`src/rtl/core/necir_pkg.sv`:
```
// ----------------------------------------------------------------------------
// necir_pkg
// shared types and constants of the nec infrared frame decoder
// ----------------------------------------------------------------------------
package necir_pkg;

  // request kinds carried on the input tuser
  localparam logic [1:0] REQ_EDGE    = 2'd0;
  localparam logic [1:0] REQ_TIMEOUT = 2'd1;
  localparam logic [1:0] REQ_READ    = 2'd2;

  // receive phase codes, also reported as rx_state
  localparam logic [1:0] PH_IDLE = 2'd0;
  localparam logic [1:0] PH_WAIT = 2'd1;
  localparam logic [1:0] PH_RECV = 2'd2;

  // configuration register indexes
  localparam int unsigned CFG_ADDR_W = 3;
  localparam logic [CFG_ADDR_W-1:0] CFG_LEADER_MIN = 3'd0;
  localparam logic [CFG_ADDR_W-1:0] CFG_LEADER_MAX = 3'd1;
  localparam logic [CFG_ADDR_W-1:0] CFG_ZERO_MIN   = 3'd2;
  localparam logic [CFG_ADDR_W-1:0] CFG_ZERO_MAX   = 3'd3;
  localparam logic [CFG_ADDR_W-1:0] CFG_ONE_MIN    = 3'd4;
  localparam logic [CFG_ADDR_W-1:0] CFG_ONE_MAX    = 3'd5;

  // configuration reset values in microseconds
  localparam logic [15:0] RST_LEADER_MIN = 16'd12000;
  localparam logic [15:0] RST_LEADER_MAX = 16'd16000;
  localparam logic [15:0] RST_ZERO_MIN   = 16'd500;
  localparam logic [15:0] RST_ZERO_MAX   = 16'd1600;
  localparam logic [15:0] RST_ONE_MIN    = 16'd1700;
  localparam logic [15:0] RST_ONE_MAX    = 16'd2800;

  localparam int unsigned FRAME_LEN = 32;
  localparam int unsigned POS_W     = 5;
  localparam logic [POS_W-1:0] POS_LAST = POS_W'(FRAME_LEN - 1);

  // classified item handed from front to back
  typedef struct packed {
    logic [1:0] req;
    logic       leader_hit;
    logic       zero_hit;
    logic       one_hit;
  } cls_item_t;

  // one result item
  typedef struct packed {
    logic [POS_W-1:0] bits_received;
    logic [1:0]       rx_state;
    logic             frame_ready;
    logic             key_valid;
    logic [7:0]       key_code;
  } result_t;

endpackage

```
`src/rtl/core/necir_front.sv`:
```
// ----------------------------------------------------------------------------
// necir_front
// holds the timing windows and classifies each incoming interval
// ----------------------------------------------------------------------------
module necir_front
  import necir_pkg::*;
(
  input  logic                  clk,
  input  logic                  rst,
  input  logic                  cfg_we,
  input  logic [CFG_ADDR_W-1:0] cfg_addr,
  input  logic [15:0]           cfg_data,
  input  logic [1:0]            req_type,
  input  logic [15:0]           elapsed_us,
  output cls_item_t             item
);

  logic [15:0] leader_min, leader_max;
  logic [15:0] zero_min, zero_max;
  logic [15:0] one_min, one_max;

  always_ff @(posedge clk) begin
    if (rst) begin
      leader_min <= RST_LEADER_MIN;
      leader_max <= RST_LEADER_MAX;
      zero_min   <= RST_ZERO_MIN;
      zero_max   <= RST_ZERO_MAX;
      one_min    <= RST_ONE_MIN;
      one_max    <= RST_ONE_MAX;
    end else if (cfg_we) begin
      case (cfg_addr)
        CFG_LEADER_MIN: leader_min <= cfg_data;
        CFG_LEADER_MAX: leader_max <= cfg_data;
        CFG_ZERO_MIN:   zero_min   <= cfg_data;
        CFG_ZERO_MAX:   zero_max   <= cfg_data;
        CFG_ONE_MIN:    one_min    <= cfg_data;
        CFG_ONE_MAX:    one_max    <= cfg_data;
        default: ;
      endcase
    end
  end

  // all bounds exclusive
  always_comb begin
    item.req        = req_type;
    item.leader_hit = (elapsed_us > leader_min) && (elapsed_us < leader_max);
    item.zero_hit   = (elapsed_us > zero_min) && (elapsed_us < zero_max);
    item.one_hit    = (elapsed_us > one_min) && (elapsed_us < one_max);
  end

endmodule

```
`src/rtl/core/necir_queue.sv`:
```
// ----------------------------------------------------------------------------
// necir_queue
// small fifo of classified items between front and back
// ----------------------------------------------------------------------------
module necir_queue
  import necir_pkg::*;
#(
  parameter int unsigned DEPTH = 2
) (
  input  logic      clk,
  input  logic      rst,
  input  logic      in_valid,
  output logic      in_ready,
  input  cls_item_t in_item,
  output logic      out_valid,
  input  logic      out_pop,
  output cls_item_t out_item
);

  localparam int unsigned PTR_W = (DEPTH > 1) ? $clog2(DEPTH) : 1;
  localparam int unsigned CNT_W = $clog2(DEPTH + 1);

  cls_item_t          slots [DEPTH];
  logic [PTR_W-1:0]   wr_ptr, rd_ptr;
  logic [CNT_W-1:0]   count;
  logic               push, pop;

  assign in_ready  = (count != CNT_W'(DEPTH));
  assign out_valid = (count != '0);
  assign push      = in_valid && in_ready;
  assign pop       = out_pop && out_valid;
  assign out_item  = slots[rd_ptr];

  always_ff @(posedge clk) begin
    if (push) begin
      slots[wr_ptr] <= in_item;
    end
  end

  always_ff @(posedge clk) begin
    if (rst) begin
      wr_ptr <= '0;
      rd_ptr <= '0;
      count  <= '0;
    end else begin
      if (push) begin
        wr_ptr <= (wr_ptr == PTR_W'(DEPTH - 1)) ? '0 : wr_ptr + 1'b1;
      end
      if (pop) begin
        rd_ptr <= (rd_ptr == PTR_W'(DEPTH - 1)) ? '0 : rd_ptr + 1'b1;
      end
      if (push && !pop) begin
        count <= count + 1'b1;
      end else if (pop && !push) begin
        count <= count - 1'b1;
      end
    end
  end

endmodule

```
`src/rtl/core/necir_back.sv`:
```
// ----------------------------------------------------------------------------
// necir_back
// receive state machine, frame register and registered result output
// ----------------------------------------------------------------------------
module necir_back
  import necir_pkg::*;
(
  input  logic      clk,
  input  logic      rst,
  input  logic      in_valid,
  output logic      in_pop,
  input  cls_item_t in_item,
  output logic      out_valid,
  input  logic      out_ready,
  output result_t   out_result
);

  logic [1:0]           phase, phase_next;
  logic [POS_W-1:0]     pos, pos_next;
  logic [FRAME_LEN-1:0] frame, frame_next;
  logic                 ready_flag, ready_flag_next;
  logic [7:0]           key;
  logic                 key_ok;
  logic                 check_ok;

  assign in_pop   = in_valid && (!out_valid || out_ready);
  assign check_ok = (frame[23:16] == ~frame[31:24]) && (frame[7:0] == ~frame[15:8]);

  always_comb begin
    phase_next      = phase;
    pos_next        = pos;
    frame_next      = frame;
    ready_flag_next = ready_flag;
    key             = '0;
    key_ok          = 1'b0;
    case (in_item.req)
      REQ_EDGE: begin
        if (phase == PH_WAIT) begin
          phase_next = in_item.leader_hit ? PH_RECV : PH_IDLE;
        end else if (phase == PH_RECV) begin
          if (in_item.zero_hit || in_item.one_hit) begin
            // zero window wins where both match
            frame_next[pos] = !in_item.zero_hit;
            if (pos == POS_LAST) begin
              pos_next        = '0;
              phase_next      = PH_IDLE;
              ready_flag_next = 1'b1;
            end else begin
              pos_next = pos + 1'b1;
            end
          end else begin
            // bad bit interval aborts reception
            pos_next   = '0;
            phase_next = PH_IDLE;
          end
        end else begin
          phase_next = PH_WAIT;
        end
      end
      REQ_TIMEOUT: begin
        phase_next = PH_IDLE;
        pos_next   = '0;
      end
      REQ_READ: begin
        if (ready_flag) begin
          if (check_ok) begin
            key    = frame[23:16];
            key_ok = 1'b1;
          end
          ready_flag_next = 1'b0;
        end
      end
      default: ;
    endcase
  end

  always_ff @(posedge clk) begin
    if (rst) begin
      phase      <= PH_IDLE;
      pos        <= '0;
      frame      <= '0;
      ready_flag <= 1'b0;
      out_valid  <= 1'b0;
    end else begin
      if (in_pop) begin
        phase      <= phase_next;
        pos        <= pos_next;
        frame      <= frame_next;
        ready_flag <= ready_flag_next;
        out_valid  <= 1'b1;
      end else if (out_ready) begin
        out_valid <= 1'b0;
      end
    end
  end

  always_ff @(posedge clk) begin
    if (in_pop) begin
      out_result.key_code      <= key;
      out_result.key_valid     <= key_ok;
      out_result.frame_ready   <= ready_flag_next;
      out_result.rx_state      <= phase_next;
      out_result.bits_received <= pos_next;
    end
  end

endmodule

```
`src/rtl/core/nec_ir_frame_decoder_top.sv`:
```
// ----------------------------------------------------------------------------
// nec_ir_frame_decoder_top
// nec infrared remote frame decoder with stream ports
// ----------------------------------------------------------------------------
// Each input transfer is one event: a falling edge with the microseconds since
// the previous edge, an interval timer timeout, or a read of the key code.
// Every input transfer yields exactly one output transfer carrying the key
// code (command byte when address and command complement checks pass, else
// zero), a key valid flag, the frame ready flag, the receive phase and the
// index of the next bit. The block takes one transfer per clock while the
// queue has room: the front compares the interval against the three timing
// windows in the cycle of acceptance, a two-entry queue holds the classified
// event, and the back updates the receive state and loads the output register
// when it pops the event. Output valid rises when the back loads the output
// register; either side may stall without loss. Timing windows are written
// through the cfg port; the user must write them only while no event is in
// flight, and the block itself does not enforce this.
// ----------------------------------------------------------------------------
module nec_ir_frame_decoder_top
  import necir_pkg::*;
#(
  parameter int unsigned QUEUE_DEPTH = 2
) (
  input  logic                  clk,
  input  logic                  rst,
  // configuration write port
  input  logic                  cfg_we,
  input  logic [CFG_ADDR_W-1:0] cfg_addr,
  input  logic [15:0]           cfg_data,
  // event stream
  input  logic                  s_tvalid,
  output logic                  s_tready,
  input  logic [15:0]           s_tdata,   // [15:0] elapsed_us
  input  logic [1:0]            s_tuser,   // [1:0] req_type
  // result stream
  output logic                  m_tvalid,
  input  logic                  m_tready,
  output logic [23:0]           m_tdata    // [7:0] key_code, [8] key_valid,
                                           // [9] frame_ready, [11:10] rx_state,
                                           // [16:12] bits_received, [23:17] zero
);

  cls_item_t front_item;
  cls_item_t head_item;
  logic      head_valid;
  logic      head_pop;
  result_t   result;

  // front: timing windows and interval classification
  necir_front u_front (
    .clk        (clk),
    .rst        (rst),
    .cfg_we     (cfg_we),
    .cfg_addr   (cfg_addr),
    .cfg_data   (cfg_data),
    .req_type   (s_tuser),
    .elapsed_us (s_tdata),
    .item       (front_item)
  );

  // decoupling queue, its not-full flag is the input ready
  necir_queue #(
    .DEPTH (QUEUE_DEPTH)
  ) u_queue (
    .clk       (clk),
    .rst       (rst),
    .in_valid  (s_tvalid),
    .in_ready  (s_tready),
    .in_item   (front_item),
    .out_valid (head_valid),
    .out_pop   (head_pop),
    .out_item  (head_item)
  );

  // back: receive state machine and output register
  necir_back u_back (
    .clk        (clk),
    .rst        (rst),
    .in_valid   (head_valid),
    .in_pop     (head_pop),
    .in_item    (head_item),
    .out_valid  (m_tvalid),
    .out_ready  (m_tready),
    .out_result (result)
  );

  assign m_tdata = {7'd0, result};

  // an accepted event is queued by the next edge
  assert property (@(posedge clk) disable iff (rst)
    (s_tvalid && s_tready) |=> head_valid)
    else $error("accepted event missing from queue");

  // a partial bit count only exists while receiving
  assert property (@(posedge clk) disable iff (rst)
    (m_tvalid && result.bits_received != '0) |-> (result.rx_state == PH_RECV))
    else $error("bit count set outside reception");

  // a checked read always consumes the ready frame
  assert property (@(posedge clk) disable iff (rst)
    (m_tvalid && result.key_valid) |-> !result.frame_ready)
    else $error("frame still ready after valid read");

  // the back never pops an empty queue
  assert property (@(posedge clk) disable iff (rst)
    head_pop |-> head_valid)
    else $error("pop from empty queue");

endmodule

```
`config.mk`:
```
export PLATFORM = sky130hd
export DESIGN_NAME = nec_ir_frame_decoder_top
export DESIGN_NICKNAME = d
export VERILOG_FILES = /design/src/rtl/core/necir_pkg.sv /design/src/rtl/core/necir_front.sv /design/src/rtl/core/necir_queue.sv /design/src/rtl/core/necir_back.sv /design/src/rtl/core/nec_ir_frame_decoder_top.sv
export SDC_FILE = /design/constraint.sdc
export NUM_CORES = 1
export LEC_CHECK = 0
export ABC_AREA = 1
export ABC_CLOCK_PERIOD_IN_PS = 3500
export BUFFER_PORTS_ARGS = -buffer_cell sky130_fd_sc_hd__buf_2
export CAP_MARGIN = 20
export CELL_PAD_IN_SITES_DETAIL_PLACEMENT = 1
export CELL_PAD_IN_SITES_GLOBAL_PLACEMENT = 2
export CORE_ASPECT_RATIO = 0.9
export CORE_MARGIN = 2
export CORE_UTILIZATION = 38
export CTS_CLUSTER_SIZE = 10
export DETAILED_ROUTE_END_ITERATION = 16
export PLACE_DENSITY_LB_ADDON = 0.1
export SLEW_MARGIN = 20
export SYNTH_ARGS = -nofsm -noshare
export SYNTH_HDL_FRONTEND = slang
export SYNTH_SLANG_ARGS = --single-unit
```
`constraint.sdc`:
```
create_clock -name clk -period 3.5 [get_ports clk]
set_input_delay 0.7 -clock clk [delete_from_list [all_inputs] [get_ports clk]]
set_output_delay 0.7 -clock clk [all_outputs]
set_load 0.05 [all_outputs]
```
### After elaboration in Yosys (flattened, before gate mapping)

Memory sizes are Yosys's and may differ from the RTL's. A register that Yosys moved wholly into a read port is not among the register bits.
Cells that the tools add are included.

| storage, ports and cells | value |
|---|---|
| logic and storage cells | 109 |
| memories | 1 |
| input bits | 42 |
| memory bits (writable) | 10 |
| output and inout port bits | 26 |
| flip-flop bits (word level) | 158 |

Memories:

| memory | depth | width | rd ports | clocked after Yosys merged registers in | write ports | RTL line | source |
|---|---|---|---|---|---|---|---|
| u_queue.slots | 2 | 5 | 1 | 1 | 1 | necir_queue.sv:23 | `cls_item_t slots [DEPTH];` |

| cells by class | value |
|---|---|
| bitwise gates (word level) | 3 |
| muxes and demuxes | 30 |
| $add $sub $neg | 5 |
| eq/ne operators | 13 |
| $lt $le $gt $ge | 8 |
| reductions and logical operators | 30 |

Operators by type and width:

| cell | number |
|---|---|
| 16-bit greater-than comparator | 3 |
| 16-bit less-than comparator | 3 |
| 32-bit bitwise mux | 1 |
| 5-bit 2-to-1 mux | 4 |
| 8-bit == test | 2 |
| 8-bit NOT | 2 |
| 1-bit 2-to-1 mux | 14 |
| 2-bit 2-to-1 mux | 7 |
| 2-bit AND reduction | 7 |
| 1-bit logical AND | 10 |
| 5-bit one-hot mux with 2 select lines | 1 |
| 3-bit by 2-bit == test with 1-bit output, second input constant | 2 |
| 3-bit == test, second input constant | 2 |
| 5-bit by 6-bit less-than comparator with 1-bit output, second input constant | 1 |
| 2-bit nonzero test | 3 |
| 5-bit by 1-bit adder with 5-bit output, second input constant | 1 |
| 1-bit demux with 5-bit select | 1 |
| 5-bit == test, second input constant | 1 |
| 5-bit by 1-bit greater-or-equal comparator with 1-bit output, second input constant | 1 |
| 5-bit AND reduction | 1 |
| 2-bit by 1-bit == test with 1-bit output, second input constant | 2 |
| 2-bit == test, second input constant | 2 |
| 1-bit logical NOT | 4 |
| 2-bit one-hot mux with 2 select lines | 1 |
| other kinds (11) | 13 |

### Logic depth before layout (Yosys ltp)

Gate-level depths: netlist of the first run.

| logic depth | value |
|---|---|
| word-level depth | 7 |
| mapped depth | 13 |
| mapped depth without buffers | 13 |

### Modules after synthesis

A second synthesis of the first run with hierarchy kept.

| unflattened totals | value |
|---|---|
| cells, all modules | 1234 |
| area, all modules | 9308.9 µm² |

By module, submodules not included:

| module | cells each | area each (µm²) | seq. area each (µm²) | times used |
|---|---|---|---|---|
| necir_front | 745 | 5632.9 | 1921.8 | 1 |
| necir_back | 429 | 3010.4 | 1331.3 | 1 |
| necir_queue | 52 | 609.3 | 400.4 | 1 |
| nec_ir_frame_decoder_top | 8 | 56.3 | 0.0 | 1 |

### Worst setup path before layout of the first run

No wires, ideal clock.

| timing path | value |
|---|---|
| kind | input to register |
| start | in m_tready |
| end | reg u_back.out_result[0] (netlist name) (enable) |
| setup time | 388 ps |
| cell stages on the path | 3 |
| required time | 3112 ps |
| data arrival time | 1677 ps |
| path buffers | 1 |
| path slack | 1435 ps |
| cells stage by stage | nor2_1 -> nor2_1 -> clkbuf_1 |

| on the way | value |
|---|---|
| cells in the longest elaborated chain, start to end | 2 |

Ends and longest elaborated chain:

| element | RTL line | source |
|---|---|---|
| from (decl) | nec_ir_frame_decoder_top.sv:37 | `input logic m_tready,` |
| 1-bit logical OR | necir_back.sv:26 | `assign in_pop = in_valid && (!out_valid \|\| out_ready);` |
| 1-bit logical AND | necir_back.sv:26 |  |
| via head_pop | nec_ir_frame_decoder_top.sv:46 | `logic head_pop;` |
| to (decl) | necir_back.sv:15 | `output result_t out_result` |

The timed path passes the listed nets, and every way through them passes these cells.
A chain may end at the register's enable or synchronous reset.

### Worst setup path in the final report of the first run

| timing path | value |
|---|---|
| start | reg u_back.phase[1] |
| end | reg u_back.frame[8] |

| on the way | value |
|---|---|
| cells in the longest elaborated chain, start to end | 3 |
| elaborated cells between the ends (all ways) | 4 |
| those cells by class | 2 x eq/ne; 1 x bitwise; 1 x reduce/logical |

Ends and longest elaborated chain:

| element | RTL line | source |
|---|---|---|
| from (decl) | necir_back.sv:18 | `logic [1:0] phase, phase_next;` |
| from (signal assigned) | necir_back.sv:86 | `phase <= phase_next;` |
| 2-bit by 1-bit == test with 1-bit output | necir_back.sv:38 | `if (phase == PH_WAIT) begin` |
| 1-bit NOT (no line) | n/a |  |
| 5-bit AND reduction (no line) (*) | n/a |  |
| to (signal assigned) | necir_back.sv:88 | `frame <= frame_next;` |
| to (decl) | necir_back.sv:20 | `logic [FRAME_LEN-1:0] frame, frame_next;` |

Every way passes the cells marked *; elsewhere a longest branch is shown, timed or not.

==> impl_metrics.ini, run 1 <==
[clock_network]
post_cts_buffers = 0
cts_sinks = 169
root_buffer = clkbuf_16
clkTransAtPathRegs_ps = 70
clk_latency_ps = 430
post_cts_resized = 0
cts_hold_buffers = 0
cts_made_buffers = 17
cts_tree = done
h-tree-depth = 4
ctsLongestPathBuffers = 2

[critical_path]
crit_path_max_fanout = 64
cp.required_ps = 3860
worst_setup_path_start_kind = flip-flop
cp-end-kind = flip-flop
reg2reg_depth = 7
crit_arrival_ps = 2580
criticalPathCategory = reg -> reg

[final_layout]
fill_cells = 3050
ff_latch_area_um2 = 3650
synthToLayoutAreaGrowth_pct = 12.2
stdcell_count = 1606
antenna_cells = 0
finish.instance_area_um2 = 10300
drive_gt1_frac = 0.0886
multi_input_area_um2 = 4660
fin_nets = 1428

[placement]
io_buffers = 60
dp_hpwl_um = 19100
dp_cells = 1574
place_area_um2 = 9760
gp_congestion = 0.755

[logic_synthesis]
synth_edf_count = 27
synthCells = 1237
synth_cell_types = 31
yosysSeqAreaShare = 0.396
synth-async-reset-ratio = 0
netlist_area_um2 = 9220
avgSynthCellArea_um2 = 7.45
synthFlopType = dfxtp_1
ys_ff_latch = 169
ys_warn_count = 0

[run]
drv_cap = 0

[drt]
viasPerCell = 5.02
wl_um = 26600
wl_per_cell_um = 16.6
dr.first_iter.drc_count = 400
via_count = 8063
antenna_left = 0
drc = 0
first_pass_iters = 4

[timing]
worstMarginPinSlew_ps = 820
slew_viol_final = 0
setup-violations-final = 0
rsz0062_at_grt = no
fin_crit_ps = 2220
final.setup.tns_ps = 0
skew_ps = 16.0
slew_headroom = 0.453
min_period_over_period = 0.634
finalHoldViolCount = 0
max_freq_ghz = 0.450
hold_slack_ps = 459

[grt]
grt_antenna_before_repair = 0
grt_max_degree = 65
grt_pass1_wl_um = 43200
grt.overflow.total = 0
grt_pass1_vias = 7945
grt_usage = 0.218

[floorplanning]
die-area_um2 = 25500
coreArea_um2 = 24100
die_h_um = 152
initial_utilization = 0.383
io_pins = 68
rows = 54
fp.dieW_um = 168

[status]
outcome = completed

[power]
p_leak_nw = 4.61
powerDensity_nw_per_um2 = 589
power.total_mw = 6.09
vdd_drop_max_mv = 0.235

[worst_hold_path]
min_path_cells = 2
holdCritPathClass = reg -> reg
## cell usage after synthesis, types with 2 or more instances
cell type,n,area share
a21boi_0,2,0.0016
a21o_1,3,0.0024
a21oi_1,143,0.078
and2_1,3,0.0020
buf_2,3,0.0016
buf_4,9,0.0073
buf_6,4,0.0049
clkbuf_1,30,0.012
clkinv_1,3,0.0012
dfxtp_1,142,0.31
edfxtp_1,27,0.088
ha_1,101,0.14
inv_1,173,0.070
inv_2,7,0.0028
nand2_1,267,0.11
nand2_2,2,0.0014
nand3_1,58,0.031
nand4_1,7,0.0047
nor2_1,112,0.046
nor3_1,5,0.0027
o211ai_1,31,0.025
o21a_1,2,0.0016
o21ai_0,88,0.048
o21ai_1,2,0.0011
o21ai_2,2,0.0019
o22ai_1,2,0.0014
xnor2_1,5,0.0047
## area by class of cell
class | instances | area share
tap | 308 | 0.0373
sequential | 169 | 0.353
inverter | 183 | 0.0664
clock buffer | 22 | 0.0458
timing repair buffer | 70 | 0.0363
clock inverter | 10 | 0.0104
multi-input combinational | 844 | 0.451
## power by group
part	internal [mW]	switching [mW]	leakage [nW]
clock	1.06	0.859	0.286
sequential	2.24	0.142	1.42
combinational	0.432	1.36	2.91
## per-layer routing
layer	wire, um	part of all wire	up-vias	global-route usage
met5	0	0	-	0
met4	196	0.0074	0	0.0427
met3	1040	0.039	16	0.0296
met2	11100	0.42	103	0.330
met1	14300	0.54	3828	0.331
li1	-	-	4116	-
## path summary, 6_finish.rpt
| kind | startpoint | to | slack (ps) |
|---|---|---|---|
| hold / removal | u_front.one_max[12] | u_front.one_max[12] | 460 |
| setup / recovery | u_back.phase[1] | u_back.frame[8] | 1280 |
| setup reg to reg | u_back.phase[1] | u_back.frame[8] | 1280 |
| hold reg to reg | u_front.one_max[12] | u_front.one_max[12] | 460 |
## flip-flops by register name (all words and copies together) (netlist names), named ones only
signal              count
u_back.frame           32
u_back.ready_flag       1
u_front.one_min        16
u_front.one_max        16
u_back.phase            2
u_front.zero_max       16
u_back.out_valid        1
u_queue.count           2
u_front.leader_max     16
u_queue.rd_ptr          1
u_queue.slots          10
u_queue.wr_ptr          1
u_front.zero_min       16
u_front.leader_min     16
u_back.out_result      17
u_back.pos              5
## placed cells by master (no fill, tap or decap), types with 2 or more instances in the layout
| cell type | n |
|---|---|
| inv_1 | 173 |
| inv_2 | 8 |
| nand4_1 | 7 |
| o21ai_2 | 2 |
| inv_4 | 2 |
| nand2_1 | 267 |
| nand3_1 | 58 |
| inv_6 | 3 |
| a21oi_1 | 143 |
| buf_2 | 60 |
| a21boi_0 | 2 |
| clkinv_1 | 2 |
| o22ai_1 | 2 |
| clkbuf_1 | 2 |
| o21ai_1 | 2 |
| nor3_1 | 5 |
| buf_4 | 10 |
| dfxtp_1 | 142 |
| o211ai_1 | 31 |
| clkbuf_16 | 17 |
| conb_1 | 7 |
| ha_1 | 101 |
| nor2_1 | 111 |
| o21ai_0 | 88 |
| clkbuf_8 | 3 |
| a21o_1 | 3 |
| inv_8 | 2 |
| o21a_1 | 2 |
| xnor2_1 | 5 |
| and2_1 | 3 |
| nand2_2 | 2 |
| edfxtp_1 | 27 |
## critical path, cell delays in order, from the launching register on
cell and delay, ps:
dfxtp_1 380, inv_1 70, ha_1 230, nor2_1 270
nand2_2 160, nor2_8 660, nand3_1 160, a21oi_1 190
## kinds of logic (layout without fill, tap and decap cells)
family,Yosys count,after routing,synth area share
other,1,7,0.000407
adders and majority gates,101,101,0.137
DFF,169,169,0.396
xor gates and xnor gates,5,5,0.00475
AOI/OAI and AO/OA,275,275,0.161
and+or+nand+nor,456,456,0.200
buffers and inverters,230,285,0.101
## metrics by stage
step / util / setup WS, ps
4_1_cts: 0.430 / 1310
3_3_place_gp: 0.406 / 1010
6_report: 0.430 / 1280
5_1_grt: 0.430 / 1050
3_5_place_dp: 0.406 / 952
2_1_floorplan: - / 1430
Power figures use the tool's default switching activity.
==> inputs of run 2 (changes only) <==
- ABC_CLOCK_PERIOD_IN_PS: 3500 -> 2100
- CORE_UTILIZATION: 38 -> 35
- clock period: 3.5 -> 2.1 ns (I/O delays scaled with it)
==> run 2 against run 1 <==
Sequential share of layout area shrank 0.63 points. Critical path depth is the same. Worst hold slack lost 270 ps. Combinational power is 80% higher. Flip-flop and latch count did not move. Core utilization is 2.5 points lower. Via count decreased by 0.14%. Cell area grew 1.8%. Cell count is 3.7% higher. Wire length increased by 3.4%. Power up 66%. Critical endpoint is now u_queue.slots[0][2].
==> impl_metrics.ini, run 2 (synthesis gave the netlist of run 1 again) <==
[clock_network]
post_cts_buffers = 0
clkTransAtPathRegs_ps = 80
cts_tree = done
clk_latency_ps = 440
cts_sinks = 169
root_buffer = clkbuf_16
post_cts_resized = 0
ctsLongestPathBuffers = 2
cts_made_buffers = 17
h-tree-depth = 4
cts_hold_buffers = 0

[placement]
gp_congestion = 0.824
place_area_um2 = 10000
io_buffers = 60
dp_hpwl_um = 20400

[floorplanning]
initial_utilization = 0.355
die-area_um2 = 27700
coreArea_um2 = 26000
fp.dieW_um = 175
die_h_um = 158
io_pins = 68
rows = 56

[critical_path]
crit_family = simple AND/OR/NAND/NOR gates
cp_num_buf_inv = 1
crit_path_max_fanout = 2
slowest_delay_ps = 530
reg2reg_depth = 7
r2r_slack_ps = 180
crit_arrival_ps = 2180
slowest_stage = nor3_1
cp-end-kind = flip-flop
cp.depth = 7
worst_setup_path_start_kind = flip-flop
path_cells = inv_1, ha_1, a21oi_1, nor2_1, nor3_1, a21oi_1, nor2_1
cp.required_ps = 2360
criticalPathCategory = reg -> reg

[final_layout]
regMostFlops = u_back.frame
final_common_cell = nand2_1
antenna_cells = 0
fill_cells = 3288
drive_gt1_frac = 0.102
finish.instance_area_um2 = 10500
fin_util = 0.405
synthToLayoutAreaGrowth_pct = 14.2
top_regs = u_back.frame (32), u_back.out_result (17)
largest_register_ffs = 32
final_cell_mix = nand2_1, inv_1, a21oi_1
ff_latch_area_um2 = 3650
multi_input_area_um2 = 4660
fin_nets = 1448

[drt]
first_pass_iters = 5
viasPerCell = 4.83
drc = 0
wl_um = 27500
dr.first_iter.drc_count = 348
wl_per_cell_um = 16.5
antenna_left = 0
via_count = 8052

[grt]
grt_antenna_before_repair = 0
grt_pass1_wl_um = 44300
grt_max_degree = 99
grt_pass1_vias = 7928
grt.overflow.total = 0
grt_usage = 0.207

[timing]
slew_viol_final = 0
min_period_over_period = 0.915
fin_crit_ps = 1920
slew_headroom = 0.480
worstMarginPinSlew_ps = 779
max_freq_ghz = 0.520
rsz0062_at_grt = no
finalHoldViolCount = 0
final.setup.tns_ps = 0
hold_slack_ps = 187
setup-violations-final = 0
skew_ps = 18.6

[run]
drv_cap = 0

[power]
powerDensity_nw_per_um2 = 958
vdd_drop_max_mv = 0.411
p_leak_nw = 4.69

[worst_hold_path]
holdCritPathClass = in -> reg
min_path_cells = 1

[status]
outcome = completed
==> run 2: cell count changes in the layout (fill, tap and decap cells not counted), sizes merged <==
cell / delta
buf: +20
bufinv: -1
clkbuf: -2
clkinv: +5
clkinvlp: +2
inv: -4
==> run 2: cell type report <==
| class | count | share of cell area |
|---|---|---|
| inverters | 183 | 0.0652 |
| clock buffers | 20 | 0.0415 |
| repair buffers | 90 | 0.0535 |
| multi-input cells | 844 | 0.443 |
| clock inverters | 12 | 0.00891 |
| flip-flops and latches | 169 | 0.347 |
| well taps | 348 | 0.0413 |
==> run 2: worst register-to-register path, cell delays in order (launching register included) <==
cell     delay [ps]
dfxtp_1         310
inv_1            60
ha_1            290
a21oi_1         150
nor2_1           60
nor3_1          530
a21oi_1         150
nor2_1          190
==> run 2: per-layer routing <==
metal,global-route usage,vias up,share of wire
met4,0.0385,0,0.0047
met1,0.325,3798,0.57
met5,0,-,0
met3,0.0269,6,0.025
met2,0.300,86,0.40
li1,-,4162,-
==> run 2: stage by stage <==
step / total power [mW] / setup WS (ps) / instances
global route: 10.7 / 6.22 / 1666
detailed placement: 7.24 / 16.4 / 1634
floorplan: 6.13 / 165 / 1243
finish: 10.1 / 178 / 1666
CTS: 10.2 / 217 / 1666
global placement: 7.19 / 37.3 / 1634
==> run 2: power by group <==
part	internal [mW]	total, mW	leakage, nW	switching, mW
clock	1.53	2.93	0.251	1.40
sequential	3.73	3.93	1.42	0.194
combinational	0.851	3.23	3.02	2.38
==> run 2: final timing paths <==
path	from	end
worst max-delay path	u_front.leader_max[5]	u_queue.slots[0][2]
worst min-delay path	s_tuser[1]	u_queue.slots[0][4]
worst max register to register	u_front.leader_max[5]	u_queue.slots[0][2]
worst min register to register	u_front.zero_min[11]	u_front.zero_min[11]
==> inputs of run 3 (changes only) <==
- ABC_CLOCK_PERIOD_IN_PS: 2100 -> 1890
- RECOVER_POWER: unset -> 50
- clock period: 2.1 -> 1.89 ns (I/O delays scaled with it)
==> run 3 against run 2 <==
Combinational power up 14%. Sequential power up 10%. Flip-flop and latch count unchanged. Wire length up 0.12%. First-iteration DRC count up 32%. Via count up 1.3%. Core utilization up 0.56 points. Clock power up 16%. Sequential share of layout area down 0.44 points. Maximum frequency up 9.9%. Largest cell class unchanged. Highest routed layer unchanged.
==> impl_metrics.ini, run 3 (synthesis gave the netlist of run 1 again) <==
[power]
p_sw_mw = 4.44
p_leak_nw = 4.74
cell_internal_pwr_mw = 6.99
switching_share = 0.389
pwr-share-clk = 0.299
combinationalPowerShare = 0.322
vdd_drop_max_mv = 0.592
p_seq_frac = 0.379
powerDensity_nw_per_um2 = 1070

[timing]
rsz0062_at_grt = no
hold_slack_ps = 186
slew_headroom = 0.416
setup-violations-final = 0
worstMarginPinSlew_ps = 876
skew_ps = 15.4
fin_crit_ps = 1750
min_period_over_period = 0.925
max_freq_ghz = 0.572
final.setup.tns_ps = 0
slew_viol_final = 0
finalHoldViolCount = 0

[floorplanning]
initial_utilization = 0.355
rows = 56
coreArea_um2 = 26000
die-area_um2 = 27700
die_h_um = 158
fp.dieW_um = 175
io_pins = 68

[clock_network]
root_buffer = clkbuf_16
clk_latency_ps = 440
ctsLongestPathBuffers = 2
cts_tree = done
cts_sinks = 169
clkTransAtPathRegs_ps = 70
cts_made_buffers = 17
post_cts_buffers = 0
h-tree-depth = 4

[grt]
grt_pass1_wl_um = 44800
grt_usage = 0.209
grt_antenna_before_repair = 0
grt_pass1_vias = 8109
grt_max_degree = 65
grt.overflow.total = 0

[drt]
via_count = 8155
drc = 0
antenna_left = 0
dr.first_iter.drc_count = 459
first_pass_iters = 5
wl_um = 27500
viasPerCell = 4.86
wl_per_cell_um = 16.4

[critical_path]
crit_arrival_ps = 2040
cp-endpoint = u_back.frame[16]
regToRegEndpoint = u_back.frame[16]
cp-end-kind = flip-flop
worst_setup_path_start_kind = flip-flop
cp.required_ps = 2180
crit_path_max_fanout = 32
reg2reg_depth = 9
critPathLaunch = u_back.phase[1]
r2r-start = u_back.phase[1]
r2r_slack_ps = 140
criticalPathCategory = reg -> reg

[run]
drv_cap = 0

[placement]
io_buffers = 60
gp_congestion = 0.791
dp_hpwl_um = 20300

[final_layout]
fin_util = 0.411
fill_cells = 3253
fin_nets = 1460
synthToLayoutAreaGrowth_pct = 15.8
final_cell_mix = nand2_1, inv_1, a21oi_1
largest_register_ffs = 32
drive_gt1_frac = 0.102
regMostFlops = u_back.frame
top_regs = u_back.frame (32), u_back.out_result (17)
antenna_cells = 0
final_common_cell = nand2_1

[worst_hold_path]
holdCritPathClass = in -> reg

[status]
outcome = completed
run 3: cell types whose count changed in the layout (fill, tap and decap cells not counted), sizes merged:
cell / before / now
buf: 90 / 89
clkinv: 8 / 11
bufinv: 0 / 1
clkbuf: 20 / 31
clkinvlp: 3 / 1
run 3: metal layers:
layer  wire length [um]  global-route usage
met5                  0                   0
met4                194              0.0448
met3                893              0.0315
met2              11300               0.310
met1              15200               0.318
run 3: what timing repair did:
item	CTS	global route
hold buffers	0	0
hold endpoints to repair	0	0
gates resized for setup	0	7
endpoints found under the setup margin	0	48
run 3: through the flow:
step | power [mW] | std cells | instance area (um^2) | setup slack [ps]
finish | 11.4 | 1678 | 10700 | 141
global route | 12.2 | 1678 | 10700 | 3.87
CTS | 11.5 | 1677 | 10700 | 62.5
detailed placement | 8.08 | 1645 | 10100 | -14.6
global placement | 8.00 | 1645 | 10100 | 9.24
floorplan | 6.81 | 1243 | 9250 | 25.9
run 3: worst min path at each step:
stage,start,cells after the start,to
global route,s_tuser[1],1,u_queue.slots[0][4]
finish,s_tuser[1],1,u_queue.slots[0][4]
floorplan,u_front.zero_max[0],2,u_front.zero_max[0]
global placement,u_queue.rd_ptr,1,u_queue.rd_ptr
CTS,s_tuser[1],1,u_queue.slots[0][4]
detailed placement,u_front.zero_max[0],2,u_front.zero_max[0]
run 3: worst max-delay path: stages (launching register included):
cell and delay, ps:
dfxtp_1 360, inv_1 80, ha_1 260, nor2_2 170, nand2_2 120, nor2_8 180, clkbuf_16 240, nand2_1 70
nand2_1 60, a21oi_1 50
run 3: cell type report:
| type | count | area (um^2) | share of cell area |
|---|---|---|---|
| inverter | 183 | 688 | 0.0645 |
| tap | 348 | 435 | 0.0408 |
| sequential | 169 | 3660 | 0.343 |
| clock buffer | 18 | 439 | 0.0411 |
| clock inverter | 14 | 120 | 0.0113 |
| timing repair buffer | 102 | 654 | 0.0613 |
| multi-input combinational | 844 | 4680 | 0.439 |
run 3: power by group through the flow:
stage | combinational [mW] | sequential (mW) | clock [mW]
2_1_floorplan | 1.81 | 5.00 | 0
4_1_cts | 3.69 | 4.33 | 3.53
5_1_grt | 4.13 | 4.39 | 3.68
3_3_place_gp | 3.61 | 4.39 | 0
6_report | 3.68 | 4.34 | 3.41
3_5_place_dp | 3.67 | 4.41 | 0
